$ cat src/rtl/core/sdtl_pkg.sv
// Package for the servo dead-time / first-order-lag block: types, constants, microcode.
`default_nettype none
package sdtl_pkg;

  localparam int unsigned DelayDepthDef = 64;
  localparam int unsigned ValW  = 32;
  localparam int unsigned LagW  = 25;
  localparam int unsigned DeadW = 7;
  localparam int unsigned AccW  = 128;
  localparam int unsigned ProdW = 65;
  localparam int unsigned StepW = 4;

  localparam logic [LagW-1:0]  LagOne     = 25'h100_0000;
  localparam logic [ValW-1:0]  ValMax     = 32'h7FFF_FFFF;
  localparam logic [ValW-1:0]  ValMin     = 32'h8000_0000;
  localparam logic [ValW-1:0]  CoefOne    = 32'h0100_0000;
  localparam logic [DeadW-1:0] DeadRst    = 7'd1;

  localparam logic [StepW-1:0] StepLoop   = 4'd0;
  localparam logic [StepW-1:0] StepFetch  = 4'd9;
  localparam logic [StepW-1:0] StepFinish = 4'd11;

  typedef enum logic [2:0] {
    REG_C0, REG_C1, REG_C2, REG_C3, REG_LAG, REG_DEAD, REG_STEER
  } reg_idx_e;

  typedef struct packed {
    logic signed [ValW-1:0] set_value;
    logic signed [ValW-1:0] measured_angle;
    logic                   use_measured;
  } in_beat_t;

  typedef struct packed {
    logic signed [ValW-1:0] predicted_angle;
    logic                   line_filled;
  } out_beat_t;

  typedef enum logic [2:0] {MUL_NONE, MUL_C3, MUL_H0, MUL_H1, MUL_H2} mul_src_e;
  typedef enum logic [1:0] {ACC_HOLD, ACC_LOAD, ACC_ADD, ACC_SAVE} acc_op_e;
  typedef enum logic [1:0] {LD_C2, LD_C1, LD_CV} load_sel_e;
  typedef enum logic [2:0] {ACT_NEXT, ACT_DECIDE, ACT_FETCH, ACT_LAG, ACT_FINISH} act_e;

  typedef struct packed {
    mul_src_e   mul_src;
    logic       top_signed;
    acc_op_e    acc_op;
    load_sel_e  ld_sel;
    logic [1:0] shift;
    act_e       act;
  } uword_t;

  typedef struct packed {
    logic push;
    logic shrink;
  } dl_ctrl_t;

  typedef struct packed {
    logic filled;
    logic bypass;
  } dl_stat_t;

  // one bit of the root search takes steps 0..8, then the delay and lag steps
  function automatic uword_t ucode(input logic [StepW-1:0] s);
    uword_t w;
    unique case (s)
      4'd0:    w = '{MUL_C3,   1'b1, ACC_LOAD, LD_C2, 2'd0, ACT_NEXT};
      4'd1:    w = '{MUL_NONE, 1'b0, ACC_SAVE, LD_C1, 2'd0, ACT_NEXT};
      4'd2:    w = '{MUL_H0,   1'b0, ACC_HOLD, LD_C2, 2'd0, ACT_NEXT};
      4'd3:    w = '{MUL_H1,   1'b1, ACC_ADD,  LD_C2, 2'd0, ACT_NEXT};
      4'd4:    w = '{MUL_NONE, 1'b0, ACC_SAVE, LD_CV, 2'd1, ACT_NEXT};
      4'd5:    w = '{MUL_H0,   1'b0, ACC_HOLD, LD_C2, 2'd0, ACT_NEXT};
      4'd6:    w = '{MUL_H1,   1'b0, ACC_ADD,  LD_C2, 2'd0, ACT_NEXT};
      4'd7:    w = '{MUL_H2,   1'b1, ACC_ADD,  LD_C2, 2'd1, ACT_NEXT};
      4'd8:    w = '{MUL_NONE, 1'b0, ACC_HOLD, LD_C2, 2'd2, ACT_DECIDE};
      4'd9:    w = '{MUL_NONE, 1'b0, ACC_HOLD, LD_C2, 2'd0, ACT_FETCH};
      4'd10:   w = '{MUL_NONE, 1'b0, ACC_HOLD, LD_C2, 2'd0, ACT_LAG};
      4'd11:   w = '{MUL_NONE, 1'b0, ACC_HOLD, LD_C2, 2'd0, ACT_FINISH};
      default: w = '{MUL_NONE, 1'b0, ACC_HOLD, LD_C2, 2'd0, ACT_NEXT};
    endcase
    return w;
  endfunction

endpackage
`default_nettype wire

$ cat src/rtl/core/sdtl_delay_line.sv
// Dead-time delay line: ring memory with head pointer and fill count.
`default_nettype none
module sdtl_delay_line #(
  parameter int unsigned DEPTH = sdtl_pkg::DelayDepthDef
) (
  input  wire logic                            clk_i,
  input  wire logic                            rst_ni,
  input  wire sdtl_pkg::dl_ctrl_t              ctrl_i,
  input  wire logic [sdtl_pkg::ValW-1:0]       wr_data_i,
  input  wire logic [$clog2(DEPTH+1)-1:0]      eff_i,
  input  wire logic [$clog2(DEPTH+1)-1:0]      eff_new_i,
  output logic      [sdtl_pkg::ValW-1:0]       rd_data_o,
  output sdtl_pkg::dl_stat_t                   stat_o
);

  localparam int unsigned AW = (DEPTH > 1) ? $clog2(DEPTH) : 1;
  localparam int unsigned CW = $clog2(DEPTH+1);
  localparam int unsigned SW = CW + 1;

  logic [sdtl_pkg::ValW-1:0] mem_q [DEPTH];
  logic [sdtl_pkg::ValW-1:0] rd_q;
  logic [AW-1:0] head_q, head_d, wr_addr, head_inc, head_drop;
  logic [CW-1:0] fill_q, fill_d, fill_inc, drop, diff;
  logic [SW-1:0] wr_sum, drop_sum;

  always_comb begin
    wr_sum   = SW'(head_q) + SW'(fill_q);
    wr_addr  = (wr_sum >= SW'(DEPTH)) ? AW'(wr_sum - SW'(DEPTH)) : AW'(wr_sum);
    fill_inc = fill_q + CW'(1);
    head_inc = (head_q == AW'(DEPTH-1)) ? '0 : head_q + AW'(1);
    diff     = eff_i - eff_new_i;
    drop     = (diff > fill_q) ? fill_q : diff;
    drop_sum = SW'(head_q) + SW'(drop);
    head_drop = (drop_sum >= SW'(DEPTH)) ? AW'(drop_sum - SW'(DEPTH)) : AW'(drop_sum);
    stat_o.filled = (fill_inc >= eff_i);
    stat_o.bypass = (fill_q == '0);
    head_d = head_q;
    fill_d = fill_q;
    if (ctrl_i.push) begin
      if (stat_o.filled) begin
        head_d = head_inc;
      end else begin
        fill_d = fill_inc;
      end
    end else if (ctrl_i.shrink && (eff_i > eff_new_i)) begin
      head_d = head_drop;
      fill_d = fill_q - drop;
    end
  end

  always_ff @(posedge clk_i or negedge rst_ni) begin
    if (!rst_ni) begin
      head_q <= '0;
      fill_q <= '0;
    end else begin
      head_q <= head_d;
      fill_q <= fill_d;
    end
  end

  always_ff @(posedge clk_i) begin
    if (ctrl_i.push) begin
      mem_q[wr_addr] <= wr_data_i;
    end
    rd_q <= mem_q[head_q];
  end

  assign rd_data_o = rd_q;

endmodule
`default_nettype wire

$ cat config.mk
export PLATFORM = sky130hd
export DESIGN_NAME = sdtl_delay_line
export DESIGN_NICKNAME = d
export VERILOG_FILES = /design/src/rtl/core/sdtl_pkg.sv /design/src/rtl/core/sdtl_delay_line.sv
export SDC_FILE = /design/constraint.sdc
export NUM_CORES = 2
export LEC_CHECK = 0
export BUFFER_PORTS_ARGS = -buffer_cell sky130_fd_sc_hd__buf_2
export CORE_ASPECT_RATIO = 1.5
export CORE_UTILIZATION = 45
export CTS_CLUSTER_DIAMETER = 80
export CTS_CLUSTER_SIZE = 8
export DETAILED_ROUTE_END_ITERATION = 10
export PLACE_DENSITY = 0.65
export SETUP_SLACK_MARGIN = 0.02
export SYNTH_ARGS = -nofsm -noshare
export SYNTH_HDL_FRONTEND = slang
export SYNTH_SLANG_ARGS = --single-unit
export TNS_END_PERCENT = 50
$ cat constraint.sdc
create_clock -name clk_i -period 6.21 [get_ports clk_i]
set_input_delay 0.9315 -clock clk_i [delete_from_list [all_inputs] [get_ports clk_i]]
set_output_delay 0.9315 -clock clk_i [all_outputs]
set_load 0.005 [all_outputs]
==> summary.txt <==
Worst setup path
  • R2R Path End: mem_q[26][7]
  • R2R depth: 9
  • Crit path kind: in2reg
  • CP Capture Type: flop
  • R2r setup slk: 1.77 ns
  • CP Max Fanout: 8
  • RR Startpoint: head_q[1]
  • CP arrival: 5.61 ns
  • CP required: ~6.9 ns
  • Crit start category: primary input

Final layout
  • Most frequent cells in the layout: edfxtp_1 (2048), mux4_2 (658), clkbuf_16 (308)
  • Commonest non-fill, non-tap cell in the layout: edfxtp_1
  • Area Overhead vs Synth: 15.73%
  • Share of cells above drive strength 1: 0.3366
  • Fin nets: 3736
  • Layout Cells excl Fill: roughly 6000
  • Fill count: 13270
  • Post-layout util: 0.5260

Timing
  • Final TNS setup: 0 ns
  • Worst Skew: 0.06281 ns
  • Worst slack on hold paths: 0.03712 ns
  • Worst Tran Pin Value: 1.203 ns
  • Relative slew slack: 0.1978
  • Final Cycle Share: 0.7864
  • Min Clock Period, post-route: 4.883 ns
  • Final hold vios: 0
  • Setup repair after global routing missed its margin: no
  • Achievable Freq: 204.8 MHz
  • Final setup viols: 0
  • Setup ws final: 1.327 ns
  • Max Slew Vio Count: 0

Power
  • Sequential share of power: 0.392
  • Clock Power Share: 0.320
  • Cell leakage power: 29.20 nW
  • Internal power: between 30 and 40 mW
  • Logic pwr share: 0.289
  • PD cells: approximately 490 nW/um2
  • Psw: 13.88 mW
  • Peak supply drop: 557.1 uV
  • Switch share: 0.3031

Routing
  • Via-to-Cell Ratio: 6.183
  • Via count: 37200
  • Residual DRC count: 0
  • Final wirelength: 199500 um
  • Iteration-0 DRC Markers: approximately 4200
  • Wire per inst: 33.16 um
  • ANT nets after route: 0
  • Pre-antenna DRT Iters: 7

Synthesis
  • Synth Warn #: 0
  • Syn Area/Cell: 24.35 um2
  • Synth Area in Adders: 0.007202
  • Synth Instances: 3311
  • Synth area leader: edfxtp_1
  • Synth area leaders: edfxtp_1 (76%), mux4_2 (18%), dfxtp_1 (0.79%)
  • Main flop type after synthesis: edfxtp_1
  • Compound-Gate Fraction of Synth Area: 0.008257
  • XOR/XNOR Fraction of Synth Area: 0.002716
  • Netlist cell types: 56
  • Post-synthesis sequential area ratio: 0.7749
  • Mapped Area: 80610 um2
  • Largest family of logic cells by synthesized area: multiplexers
  • Post-synth ARST share: 0.006211
  • Post-synth top area share: 0.7629
  • EDFF count, synth: 2048
  • Post-synthesis mux area share: 0.1868
  • Nets in the synthesized netlist: 3405
  • Synthesis-stage register bit count: 2093
  • Post-synthesis simple-gate area fraction: 0.009639

Place
  • Setup WS pre-CTS: 0.5584 ns
  • Post-detail-place hpwl: around 110000 um
  • Dpl cells: approximately 5600
  • RD Place Congestion: 0.7946
  • Port bufs: 83

Clock network
  • CTS Hold Bufs: 0
  • H-Tree Depth: 5
  • Post-CTS Resized: 0
  • Clock latency on the worst-skew pair: 0.85 ns
  • Clk slew on worst S/H paths: 0.06 ns
  • Clock Path Buffers: 4
  • CTS tree: done
  • TritonCTS Buffers: approximately 300
  • Total clock sinks: approximately 2100
  • Setup bufs post-CTS: 0
  • Root Buffer: clkbuf_16

Job
  • Total of max-cap violations: 0

Global route
  • Vias in the first global route: 39130
  • Grt total ovfl: 0
  • Largest net degree at the start of global routing: 135
  • Initial antenna violation count: 8
  • Total GRT Usage: 0.2238
  • Wire length of the first global-routing pass: 287300 um

Floorplanning
  • Initial core utilization: 0.4545
  • Die Span Y: ~520 um
  • DIE AREA: between 150000 and 200000 um2
  • Io pins: 84
  • Core footprint: around 180000 um2
  • Die Wd: ~350 um
  • FP Rows: 189

Hold path
  • Hold crit path type: in2async

Run status
  • Outcome: complete, no violations
## worst max-delay path: stages
cell and delay, ns:
buf_2 0.09, inv_1 0.04, ha_1 0.21, fa_1 0.41, nor2b_1 0.23, o31a_1 0.20, o311ai_1 0.16, ha_1 0.34
and3_1 0.20, nand2_1 0.06, o21a_1 0.19, a21oi_1 0.50, nand2_1 0.10, o21ai_0 0.14, ha_1 0.20, inv_1 0.06
fa_1 0.44, a21o_1 0.18, a21oi_1 0.21, o21ai_0 0.14, a2111oi_0 0.41, or3_1 0.18
## cells by family after synthesis
family	Yosys count
flip-flops	2093
multiplexers	681
buffers and inverters	195
AND/OR/NAND/NOR	170
AO/OA/AOI/OAI	103
adder cells (fa/ha/maj)	44
XOR/XNOR	25
## final cells by class
| class | count | area, um2 | area share |
|---|---|---|---|
| timing repair buffer | 188 | 1754 | 0.01880 |
| inverter | 32 | 120.1 | 0.001287 |
| tap | 2292 | 2868 | 0.03074 |
| antenna | 1 | 2.502 | 0.00002682 |
| clock buffer | 366 | 7925 | 0.08495 |
| multi-input combinational | 1023 | 17780 | 0.1906 |
| clock inverter | 21 | 361.6 | 0.003876 |
| sequential | 2093 | 62480 | 0.6697 |
## state kept, by name, summed over array words and instances (netlist names)
name       cells
mem_q       2048
rd_data_o     32
fill_q         7
head_q         6
## routing by layer
layer | global-route usage | share of wire
met5 | 0 | 0.00029
met3 | 0.03499 | 0.071
met4 | 0.06935 | 0.029
met1 | 0.2940 | 0.38
met2 | 0.3849 | 0.52
## synthesized netlist by cell type (5+ instances only)
cell / number
a211oi_1: 14
clkbuf_1: 66
buf_1: 37
dfxtp_1: 32
ha_1: 40
mux2i_1: 16
mux2_2: 7
buf_4: 14
nand4_1: 5
o21ai_0: 13
nor2_1: 88
dfrtp_1: 13
inv_1: 32
edfxtp_1: 2048
xor2_1: 8
xnor2_1: 17
mux4_2: 658
nand2_1: 25
nand3_1: 12
a21o_1: 9
buf_2: 44
a21oi_1: 34
nor2b_1: 19
## power groups by stage
stage	sequential [mW]	combinational (mW)	clock, mW
floorplan	17.9	8.45	0
global placement	18.1	13.4	0
detailed placement	18.2	13.4	0
CTS	18.0	13.5	14.8
global route	18.1	14.0	15.4
finish	17.9	13.2	14.6
## stage by stage
stage                     power [mW]  area [um2]
final                          45.81       93300
after detailed placement       31.65       85010
after CTS                      46.28       93290
after global placement         31.57       85010
after floorplan                26.31       80610
after global routing           47.40       93300
## how the worst max path moves through the flow
stage	from	to	slack, ns	cells after the start
detailed placement	eff_i[0]	fill_q[6]	0.56	22
CTS	eff_i[0]	fill_q[6]	1.39	22
global route	eff_i[0]	fill_q[6]	0.90	22
finish	eff_i[0]	fill_q[6]	1.33	22
floorplan	eff_new_i[1]	fill_q[6]	1.14	20
global placement	eff_i[0]	fill_q[6]	0.59	22
Note: power is estimated with default switching activity, not from simulation.
